===== config.mk =====
export PLATFORM = sky130hd
export DESIGN_NAME = rse_math
export DESIGN_NICKNAME = d
export VERILOG_FILES = /design/src/rse_pkg.sv /design/src/rse_math.sv
export SDC_FILE = /design/constraint.sdc
export NUM_CORES = 1
export LEC_CHECK = 0
export ABC_AREA = 1
export CORE_UTILIZATION = 61
export DETAILED_ROUTE_END_ITERATION = 8
export DONT_BUFFER_PORTS = 1
export GPL_ROUTABILITY_DRIVEN = 0
export MAX_ROUTING_LAYER = met4
export PLACE_DENSITY_LB_ADDON = 0.2
export SETUP_SLACK_MARGIN = 0.1
export SYNTH_ARGS = -nofsm -noshare
export SYNTH_HDL_FRONTEND = slang
export SYNTH_SLANG_ARGS = --single-unit

===== constraint.sdc =====
create_clock -name clk -period 9.2 [get_ports clk]
set_input_delay 1.38 -clock clk [delete_from_list [all_inputs] [get_ports clk]]
set_output_delay 1.38 -clock clk [all_outputs]
set_load 0.01 [all_outputs]

===== src/rse_pkg.sv =====
// Shared types and constants for the roll spread estimator.
// Used by rse_math and roll_spread_estimator; no dependencies.
package rse_pkg;

  localparam int MAX_WINDOW_DEF = 256;
  localparam int PRICE_BITS_DEF = 24;
  localparam int SPREAD_BITS    = 41;
  localparam int FRAC_SHIFT     = 34;
  localparam int BARS_BITS      = 9;

  localparam logic [7:0]           WINDOW_RESET = 8'd60;
  localparam logic [BARS_BITS-1:0] BARS_MAX     = 9'd511;
  localparam logic [BARS_BITS-1:0] BARS_MIN_OUT = 9'd3;

  typedef enum logic [1:0] {
    T_IDLE,
    T_SWEEP,
    T_MATH,
    T_EMIT
  } top_state_t;

  typedef enum logic [2:0] {
    M_IDLE,
    M_MULN,
    M_MULS,
    M_CHECK,
    M_DIV,
    M_SQRT,
    M_DONE
  } math_state_t;

endpackage


===== src/rse_math.sv =====
// Covariance-to-spread arithmetic: serial multiplies, restoring divide, bitwise root.
// Depends on rse_pkg.
module rse_math #(
  parameter int NW  = 9,
  parameter int SW  = 34,
  parameter int PSW = 59
) (
  input  logic                             clk,
  input  logic                             rst,
  input  logic                             start,
  input  logic [NW-1:0]                    n,
  input  logic signed [SW-1:0]             s1,
  input  logic signed [SW-1:0]             s2,
  input  logic signed [PSW-1:0]            p,
  output logic                             done,
  output logic [rse_pkg::SPREAD_BITS-1:0]  spread
);

  localparam int NUMW = 2 * SW + 1;
  localparam int XRAW = NUMW + rse_pkg::FRAC_SHIFT;
  localparam int XW   = XRAW + (XRAW % 2);
  localparam int QW   = XW / 2;
  localparam int RW   = QW + 2;
  localparam int DVW  = 2 * NW;
  localparam int CTW  = $clog2(XW + 1);

  rse_pkg::math_state_t state, state_next;

  logic signed [NUMW-1:0] acc;
  logic signed [NUMW-1:0] mcand;
  logic [SW-1:0]          mplier;
  logic [CTW-1:0]         cnt;
  logic [XW-1:0]          x;
  logic [DVW-1:0]         dvsr;
  logic [DVW:0]           drem;
  logic [RW-1:0]          srem;
  logic [QW-1:0]          root;

  logic [DVW:0]           drem_sh;
  logic [RW-1:0]          srem_sh;
  logic [RW-1:0]          trial;
  logic signed [NUMW-1:0] neg_acc;

  assign drem_sh = {drem[DVW-1:0], x[XW-1]};
  assign srem_sh = {srem[RW-3:0], x[XW-1:XW-2]};
  assign trial   = RW'({root, 2'b01});
  assign neg_acc = -acc;
  assign done    = (state == rse_pkg::M_DONE);

  // saturate the root to the output width; root is cleared when no root is taken
  assign spread  = ((root >> rse_pkg::SPREAD_BITS) != '0) ? '1 :
                   rse_pkg::SPREAD_BITS'(root);

  // state register
  always_ff @(posedge clk) begin
    if (rst) begin
      state <= rse_pkg::M_IDLE;
    end else begin
      state <= state_next;
    end
  end

  // next state
  always_comb begin
    state_next = state;
    case (state)
      rse_pkg::M_IDLE: begin
        if (start) state_next = rse_pkg::M_MULN;
      end
      rse_pkg::M_MULN: begin
        if (cnt == CTW'(NW - 1)) state_next = rse_pkg::M_MULS;
      end
      rse_pkg::M_MULS: begin
        if (cnt == CTW'(SW - 1)) state_next = rse_pkg::M_CHECK;
      end
      rse_pkg::M_CHECK: begin
        if (n < NW'(2) || !acc[NUMW-1]) state_next = rse_pkg::M_DONE;
        else state_next = rse_pkg::M_DIV;
      end
      rse_pkg::M_DIV: begin
        if (cnt == CTW'(XW - 1)) state_next = rse_pkg::M_SQRT;
      end
      rse_pkg::M_SQRT: begin
        if (cnt == CTW'(QW - 1)) state_next = rse_pkg::M_DONE;
      end
      rse_pkg::M_DONE: state_next = rse_pkg::M_IDLE;
      default: state_next = rse_pkg::M_IDLE;
    endcase
  end

  // datapath: one add, subtract or compare per cycle
  always_ff @(posedge clk) begin
    case (state)
      rse_pkg::M_IDLE: begin
        acc    <= '0;
        mcand  <= NUMW'(p);
        mplier <= SW'(n);
        cnt    <= '0;
      end
      rse_pkg::M_MULN: begin
        if (mplier[0]) acc <= acc + mcand;
        if (cnt == CTW'(NW - 1)) begin
          // n*P done; load -S1*S2 as S1 (or -S1) times |S2|
          mcand  <= s2[SW-1] ? NUMW'(s1) : -NUMW'(s1);
          mplier <= s2[SW-1] ? SW'(-s2) : SW'(s2);
          cnt    <= '0;
        end else begin
          mcand  <= mcand <<< 1;
          mplier <= mplier >> 1;
          cnt    <= cnt + CTW'(1);
        end
      end
      rse_pkg::M_MULS: begin
        if (mplier[0]) acc <= acc + mcand;
        mcand  <= mcand <<< 1;
        mplier <= mplier >> 1;
        cnt    <= cnt + CTW'(1);
      end
      rse_pkg::M_CHECK: begin
        x      <= XW'({neg_acc, {rse_pkg::FRAC_SHIFT{1'b0}}});
        dvsr   <= DVW'(n) * DVW'(n - NW'(1));
        drem   <= '0;
        srem   <= '0;
        root   <= '0;
        cnt    <= '0;
      end
      rse_pkg::M_DIV: begin
        // shift quotient bits into the low end of x
        if (drem_sh >= {1'b0, dvsr}) begin
          drem <= drem_sh - {1'b0, dvsr};
          x    <= {x[XW-2:0], 1'b1};
        end else begin
          drem <= drem_sh;
          x    <= {x[XW-2:0], 1'b0};
        end
        if (cnt == CTW'(XW - 1)) cnt <= '0;
        else cnt <= cnt + CTW'(1);
      end
      rse_pkg::M_SQRT: begin
        x <= {x[XW-3:0], 2'b00};
        if (srem_sh >= trial) begin
          srem <= srem_sh - trial;
          root <= {root[QW-2:0], 1'b1};
        end else begin
          srem <= srem_sh;
          root <= {root[QW-2:0], 1'b0};
        end
        cnt <= cnt + CTW'(1);
      end
      rse_pkg::M_DONE: begin
        cnt <= '0;
      end
      default: begin
        cnt <= '0;
      end
    endcase
  end

endmodule


Word-level counts from Yosys, hierarchy flattened
Cells that the tools add are included.

word-level totals
  flip-flop bits (word level) = 426
  output and inout port bits = 42
  logic and storage cells = 78

operators by class
  $add $sub $neg = 8
  multipliers = 1
  $lt $le $gt $ge = 3
  equal/unequal tests = 16
  muxes and demuxes = 27
  reduce and logical (&&, ||, !) cells = 13

operators by type and width
  kind                count
  $pmux 104 s3        1
  $pmux 52 s2         2
  $mux 69             3
  $pmux 69 s3         1
  $pmux 69 s2         1
  $pmux 34 s3         1
  $add 69x69->69      1
  $neg 34->69         1
  $neg 69->69         1
  $mux 34             2
  $ge 54x54->1        1
  $mux 52             1
  $reduce_bool 52->1  1
  $sub 52x52->52      1
  $mux 41             1
  $pmux 18 s2         1
  $neg 34->34         1
  $pmux 7 s3          1
  $ge 19x18->1        1
  $mul 10x10->18      1
  $mux 18             1
  $pmux 3 s6          1
  $sub 18x18->18      1
  $mux 3              5
  22 further kinds    36

Logic depth before layout (Yosys ltp)
Gate-level depths: netlist of run 1.

  word-level depth = 4
  gate-level depth with buffers = 27
  mapped depth without buffers = 26

Worst setup path before layout of run 1
Ideal clock, no wire load.

  path kind = input port to flip-flop
  start = input port n[0]
  end = register dvsr[17] (data pin)
  setup time = 0.265 ns
  arrival time = 6.849 ns
  data required time = 8.935 ns
  path slack = 2.086 ns
  stages = 25
  buffers on the path = 2
  path through = clkbuf_1 -> inv_1 -> buf_1 -> ha_1 -> nand4_1 -> nand3b_1 -> ha_1 -> inv_1 -> nand2_1 -> fa_1 -> fa_1 -> inv_1 -> fa_1 -> fa_1 -> inv_1 -> fa_1 -> inv_1 -> ha_1 -> nand2_1 -> inv_1 -> nand4_1 -> nand3_1 -> a21boi_0 -> o21ai_0 -> xor2_1

between the ends
  cells in the longest elaborated chain, start to end = 2

ends and longest elaborated chain
  element               RTL line         source
  from (decl)           rse_math.sv:11   input logic [NW-1:0] n,
  $sub 9x1->10          rse_math.sv:121  dvsr <= DVW'(n) * DVW'(n - NW'(1));
  $mul 10x10->18 (*)    rse_math.sv:121
  to (signal assigned)  rse_math.sv:121
  to (decl)             rse_math.sv:34   logic [DVW-1:0] dvsr;

Every way passes the cells marked *; elsewhere a longest branch is shown, timed or not.
A chain may end at the register's enable or synchronous reset.

Worst setup path in the final report of run 1
Same ends and word-level chain as after synthesis.

==> flow_summary.toml, run 1 <==
[pwr]
vdd_drop_max_v = 0.000322
p_leak_uw = 0.0185
pwr-share-clk = 0.157
power_frac_seq = 0.305
p_int_uw = 6270
switching_power_uw = 5860
powerDensity_nw_per_um2 = 313
swShare = 0.483
power_frac_comb = 0.538

[synth]
syn_inst = 5340
async_flop_share = 0
postSynthAreaPerCell_um2 = 6.86
synth_seq_cells = 425
yosysWarnings = 0
yosysMostFrequentCell = "nand2_1"
yosysTopAreaCell = "edfxtp_1"
syn-num-nets = 5747
synth_ff_type = "edfxtp_1"
synth_area_leaders = "edfxtp_1, nand2_1, inv_1, ha_1, nor2_1"
synth_cell_type_count = 45
synth-edff-count = 415
synth_area_um2 = 36600
ys_seq_area_frac = 0.346
synth_commonest_cells = "nand2_1, inv_1, nor2_1, edfxtp_1, nand3_1"
synth_top_cell_area_share = 0.340

[timing]
slew_viol_final = 0
finalCriticalPeriod_ps = 6750
clock_skew_ps = 21.2
holdWs_ps = 483
final_hold_viol_count = 0
rsz0062_at_grt = "false"
tightest_slew_ps = 1110
tns_ps = 0
setup_viol = 0
fin_crit_sh = 0.734
relSlewSlack = 0.256
fmax_ghz = 0.148

[critical_path]
arrival_ps = 7080
crit_path_end_kind = "flip-flop"
start_kind = "input pin"
critPathMaxFanout = 15
critical_path_class = "input pin to flip-flop"
worst_ep_required_time_ps = 9530

[finish]
fin_cells = 6100
syn_to_final_growth_pct = 5.97
fill_cells = 5293
drive_gt1_frac = 0.0233
regArea_um2 = 12700
multi_input_area_um2 = 19900
finalNetCount = 5697

[grt]
grtUsageTotal = 0.344
grt_pass1_vias = 32200
grt_use_met1 = 0.434
grt_util_met2 = 0.543
top_usage_layer = "met2"
grt_max_degree = 92
globalRouteMet3Util = 0.0368
grt_pass1_wl_mm = 161
antenna_found_initial = 1
grt-ovfl-total = 0

[detailed_routing]
drc = 20
drtAntennaViolNets = 0
routed_wl_mm = 102
via_count = 34400
firstDrtPassIters = 8
drtIter0Drc = 3406
via_per_inst = 5.64
wl_per_cell_um = 16.6

[floorplanning]
core-area_um2 = 59100
ioPinCount = 181
num_rows = 89
die_area_um2 = 61000
die_width_um = 247
start_util = 0.619
die_y_um = 247

[clock_tree]
cts_root_buffer = "clkbuf_16"
cts_buffer_depth = 3
hold_buffers = 0
path_clk_slew_ps = 60
h-tree-depth = 2
cts_buffers = 48
postCtsSetupRepairBufs = 0
clock-sinks = 425
cts_resized = 0
clk_latency_ps = 610
cts_tree = "yes"

[place]
port_buffers = 0
post-dp-hpwl_mm = 78.5
dp_cells = 6013

[run]
drv_cap = 0

[outcome]
status = "finished, violations left"
failed_checks = "design-rule violations"

[hold_path]
holdCritPathClass = "flip-flop to flip-flop"
## worst paths after layout
| kind | start | endpoint | slack [ps] | cells past startpoint |
|---|---|---|---|---|
| setup / recovery | n[0] | dvsr[17] | 2450 | 23 |
| hold reg to reg | cnt[0] | cnt[0] | 480 | 1 |
| hold / removal | cnt[0] | cnt[0] | 480 | 1 |
| setup reg to reg | state[0] | mcand[66] | 4870 | 9 |
## metrics by stage
stage / utilization / area [um2] / total power (uW) / worst slack (ps)
2_1_floorplan: - / 36600 / 8320 / 2090
3_3_place_gp: 0.631 / 37300 / 9910 / 1960
3_5_place_dp: 0.631 / 37300 / 10100 / 1850
4_1_cts: 0.656 / 38800 / 12000 / 2490
5_1_grt: 0.656 / 38800 / 13100 / 2140
6_report: 0.656 / 38800 / 12100 / 2450
## cells by family (layout without fill, tap and decap cells)
logic type,Yosys count,in the layout,share of synthesized area
AND/OR/NAND/NOR,2734,2734,0.300
XOR/XNOR,95,95,0.0227
buffers and inverters,1089,1075,0.113
AO/OA/AOI/OAI,729,729,0.115
flip-flops,425,425,0.346
other,0,1,0
adder cells (fa/ha/maj),268,268,0.103
## registers in the layout (all words and copies together), names as in the netlist, 7 cells and up
name	count
acc	69
drem	18
mplier	34
cnt	7
srem	52
dvsr	17
root	52
mcand	69
x	104
## area by class of cell
class | count | share of cell area
multi-input cells | 3826 | 0.512
well taps | 773 | 0.0249
clock inverters | 27 | 0.00632
flip-flops and latches | 425 | 0.326
diodes | 1 | 0.0000645
clock buffers | 59 | 0.0326
inverters | 970 | 0.0939
repair buffers | 19 | 0.00367
## placed cells by master, fill, tap and decap left out, types with 5 or more instances in the layout
master     Yosys  layout
a21boi_0       6       6
a21o_1         8       8
a21oi_1      275     275
a22oi_1       28      28
a31oi_1        7       7
and2_1        11      11
and3_1         5       5
buf_4          0      19
clkbuf_1      82      10
clkbuf_16      0      49
clkinv_1       2      13
clkinv_2       0       5
dfxtp_1       10      10
edfxtp_1     415     415
fa_1          56      56
ha_1         212     212
inv_1        959     957
inv_2          9      10
nand2_1     1590    1585
nand2_2        3       5
nand3_1      276     276
nand3b_1      15      15
nand4_1       51      51
nor2_1       698     695
nor2_2         6       7
nor3_1        59      57
nor4_1         9       9
o211ai_1      48      48
o21a_1        11      11
o21ai_0      207     207
o21ai_1       14      14
o21bai_1      33      33
o221ai_1      35      35
o22ai_1       48      48
xnor2_1       40      40
xor2_1        55      55
## power by group through the flow
stage | Combinational (uW) | Sequential [uW] | Clock (uW)
final | 6530 | 3700 | 1900
after global routing | 7330 | 3740 | 1990
after CTS | 6400 | 3680 | 1920
after detailed placement | 6350 | 3710 | 0
after global placement | 6220 | 3690 | 0
after floorplan | 4840 | 3480 | 0
## per-layer routing
layer | share of wire | vias up | routed length (um)
li1 | - | 17100 | -
met1 | 0.41 | 15600 | 42100
met2 | 0.45 | 1388 | 46000
met3 | 0.075 | 320 | 7610
met4 | 0.058 | 0 | 5890
met5 | 0 | - | 0
## critical path, cell delays in order
cell and delay, ps:
inv_1 350, ha_1 290, nand4_1 130, nand3b_1 190
ha_1 370, inv_1 100, nand2_1 70, fa_1 490
fa_1 560, inv_1 60, fa_1 510, fa_1 540
inv_1 50, fa_1 530, inv_1 50, ha_1 360
nand2_1 90, inv_1 50, nand4_1 80, nand3_1 120
a21boi_0 360, o21ai_0 170, xor2_1 160
Power figures use the tool's default switching activity.
==> run 2: changes to the inputs <==
- CORE_UTILIZATION: 61 -> 60
- clock period: 9.2 -> 5.57 ns (I/O delays scaled with it)
==> run 2 against run 1 <==
  * The run now ends clean
  * Clock skew is 2.1 ps lower
  * Via count up 0.33%
  * Die area rose by 1.7%
  * Worst setup slack got worse by 2100 ps
  * Non-clock buffer count is 38 higher
  * Cell count up 0.82%
  * Global-route usage is 0.41 points lower
  * Critical path depth grew 1
  * Clock power rose by 63%
  * Routed wire length increased by 1.4%
  * First-iteration DRC count decreased by 4.0%
  * Critical path type unchanged
  * Largest cell class unchanged
  * Largest power group unchanged
==> flow_summary.toml, run 2 (synthesized netlist as in run 1, its figures left out) <==
[outcome]
status = "complete, no violations"

[critical_path]
r2r_end = "srem[28]"
start_kind = "input pin"
rr_worst_depth = 14
critPathMaxFanout = 7
path_cells = "inv_1, ha_4, nand4_1, nand3b_1, ha_4, inv_2, nand2_1, fa_1, fa_1, inv_1, fa_1, fa_1, inv_1, fa_1, inv_2, ha_4, nand2_1, nor2_1, nand3_1, nand3_2, a21oi_1, nor2_1, nor2_1, xnor2_1"
crit_path_end_kind = "flip-flop"
arrival_ps = 5570
r2r_slack_ps = 1900
critical_path_class = "input pin to flip-flop"
r2r_start = "root[2]"
crit_path_frequent_cell = "fa_1"
cpPeakStageDelay_ps = 520
critPathSlowestCell = "fa_1"
worst_ep_required_time_ps = 5930

[pwr]
p_leak_uw = 0.0187
powerDensity_nw_per_um2 = 519
power_uw = 20400
vdd_drop_max_v = 0.000441

[timing]
finalCriticalPeriod_ps = 5210
setup_viol = 0
relSlewSlack = 0.213
final_hold_viol_count = 0
rsz0062_at_grt = "false"
tightest_slew_ps = 1180
slew_viol_final = 0
clock_skew_ps = 19.0
fmax_ghz = 0.192
holdWs_ps = 286
fin_crit_sh = 0.936

[floorplanning]
start_util = 0.607
ioPinCount = 181
num_rows = 90
die_y_um = 249
core-area_um2 = 60400
die_width_um = 249
die_area_um2 = 62000

[clock_tree]
h-tree-depth = 2
cts_buffer_depth = 3
cts_buffers = 49
cts_root_buffer = "clkbuf_16"
cts_tree = "yes"
postCtsSetupRepairBufs = 0
clock-sinks = 425
cts_resized = 0
path_clk_slew_ps = 70
clk_latency_ps = 630
hold_buffers = 0

[hold_path]
holdCritPathClass = "input pin to flip-flop"
hp-start = "rst"
hold_end = "state[0]"
whs_path_depth = 1

[grt]
grt_pass1_vias = 32400
grtUsageTotal = 0.339
grt-ovfl-total = 0
antenna_found_initial = 2
grt_max_degree = 76
grt_pass1_wl_mm = 164

[detailed_routing]
drtAntennaViolNets = 0
routed_wl_mm = 103
drtIter0Drc = 3271
firstDrtPassIters = 7
drc = 0
via_count = 34500
wl_per_cell_um = 16.7
via_per_inst = 5.61

[finish]
final_common_cell = "nand2_1"
post-route-util = 0.650
drive_gt1_frac = 0.0341
syn_to_final_growth_pct = 7.13
finalNetCount = 5736
regMostFlops = "x"
largest_reg_flops = 104
fin_cells = 6150
final_cell_mix = "nand2_1, inv_1, nor2_1"
reg.largest.list = "x (104), acc (69), mcand (69)"

[place]
post-dp-hpwl_mm = 80.3
port_buffers = 0
dp_cells = 6060

[run]
drv_cap = 0
run 2: cell count changes in the layout (fill, tap and decap cells not counted), moves of 3 or more:
cell / before / now
buf_4: 19 / 55
clkbuf_1: 10 / 13
clkinv_1: 13 / 7
clkinv_2: 5 / 9
ha_1: 212 / 206
ha_4: 0 / 6
inv_1: 957 / 951
inv_2: 10 / 15
o21ai_0: 207 / 204
o21ai_1: 14 / 17
run 2: where the power goes:
part / internal [uW] / switching (uW) / leakage, uW
Clock: 1730 / 1370 / 0.000733
Combinational: 3650 / 7490 / 0.0139
Sequential: 5190 / 926 / 0.00412
Total: 10600 / 9790 / 0.0187
run 2: routing by layer:
layer,wire [um],global-route usage,part of all wire
met3,7500,0.0389,0.073
met5,0,-,0
met4,5830,0.173,0.057
met1,42400,0.427,0.41
met2,47100,0.543,0.46
run 2: metrics by stage:
stage | setup TNS [ps] | worst slack (ps) | cell area [um2]
6_report | 0 | 357 | 39200
3_5_place_dp | -1020 | -244 | 37700
4_1_cts | 0 | 382 | 39200
5_1_grt | 0 | 134 | 39200
3_3_place_gp | -501 | -143 | 37700
2_1_floorplan | -428 | -155 | 36800
run 2: critical path, delay by kind of cell:
family                     cells  cell delay, ps
AOI/OAI and AO/OA              1              60
buffers and inverters          5             290
adders and majority gates      8            3200
and+or+nand+nor                9            1090
xor gates and xnor gates       1             120
run 2: layout make-up:
cell class                      instances  area, um2
Clock buffer                           63       1290
Clock inverter                         24        208
Tap cell                              782        978
Antenna cell                            3       7.51
Multi-Input combinational cell       3826      20000
Fill cell                            5480      21100
Timing Repair Buffer                   57        453
Sequential cell                       425      12700
Inverter                              970       3650
run 2: how the worst max path moves through the flow:
stage	to	slack (ps)	cells after the start	from
final	dvsr[16]	360	24	n[1]
after global routing	dvsr[16]	130	24	n[1]
after CTS	dvsr[16]	380	24	n[1]
after detailed placement	dvsr[16]	-240	24	n[1]
after global placement	dvsr[15]	-140	23	n[1]
after floorplan	dvsr[15]	-150	25	n[0]
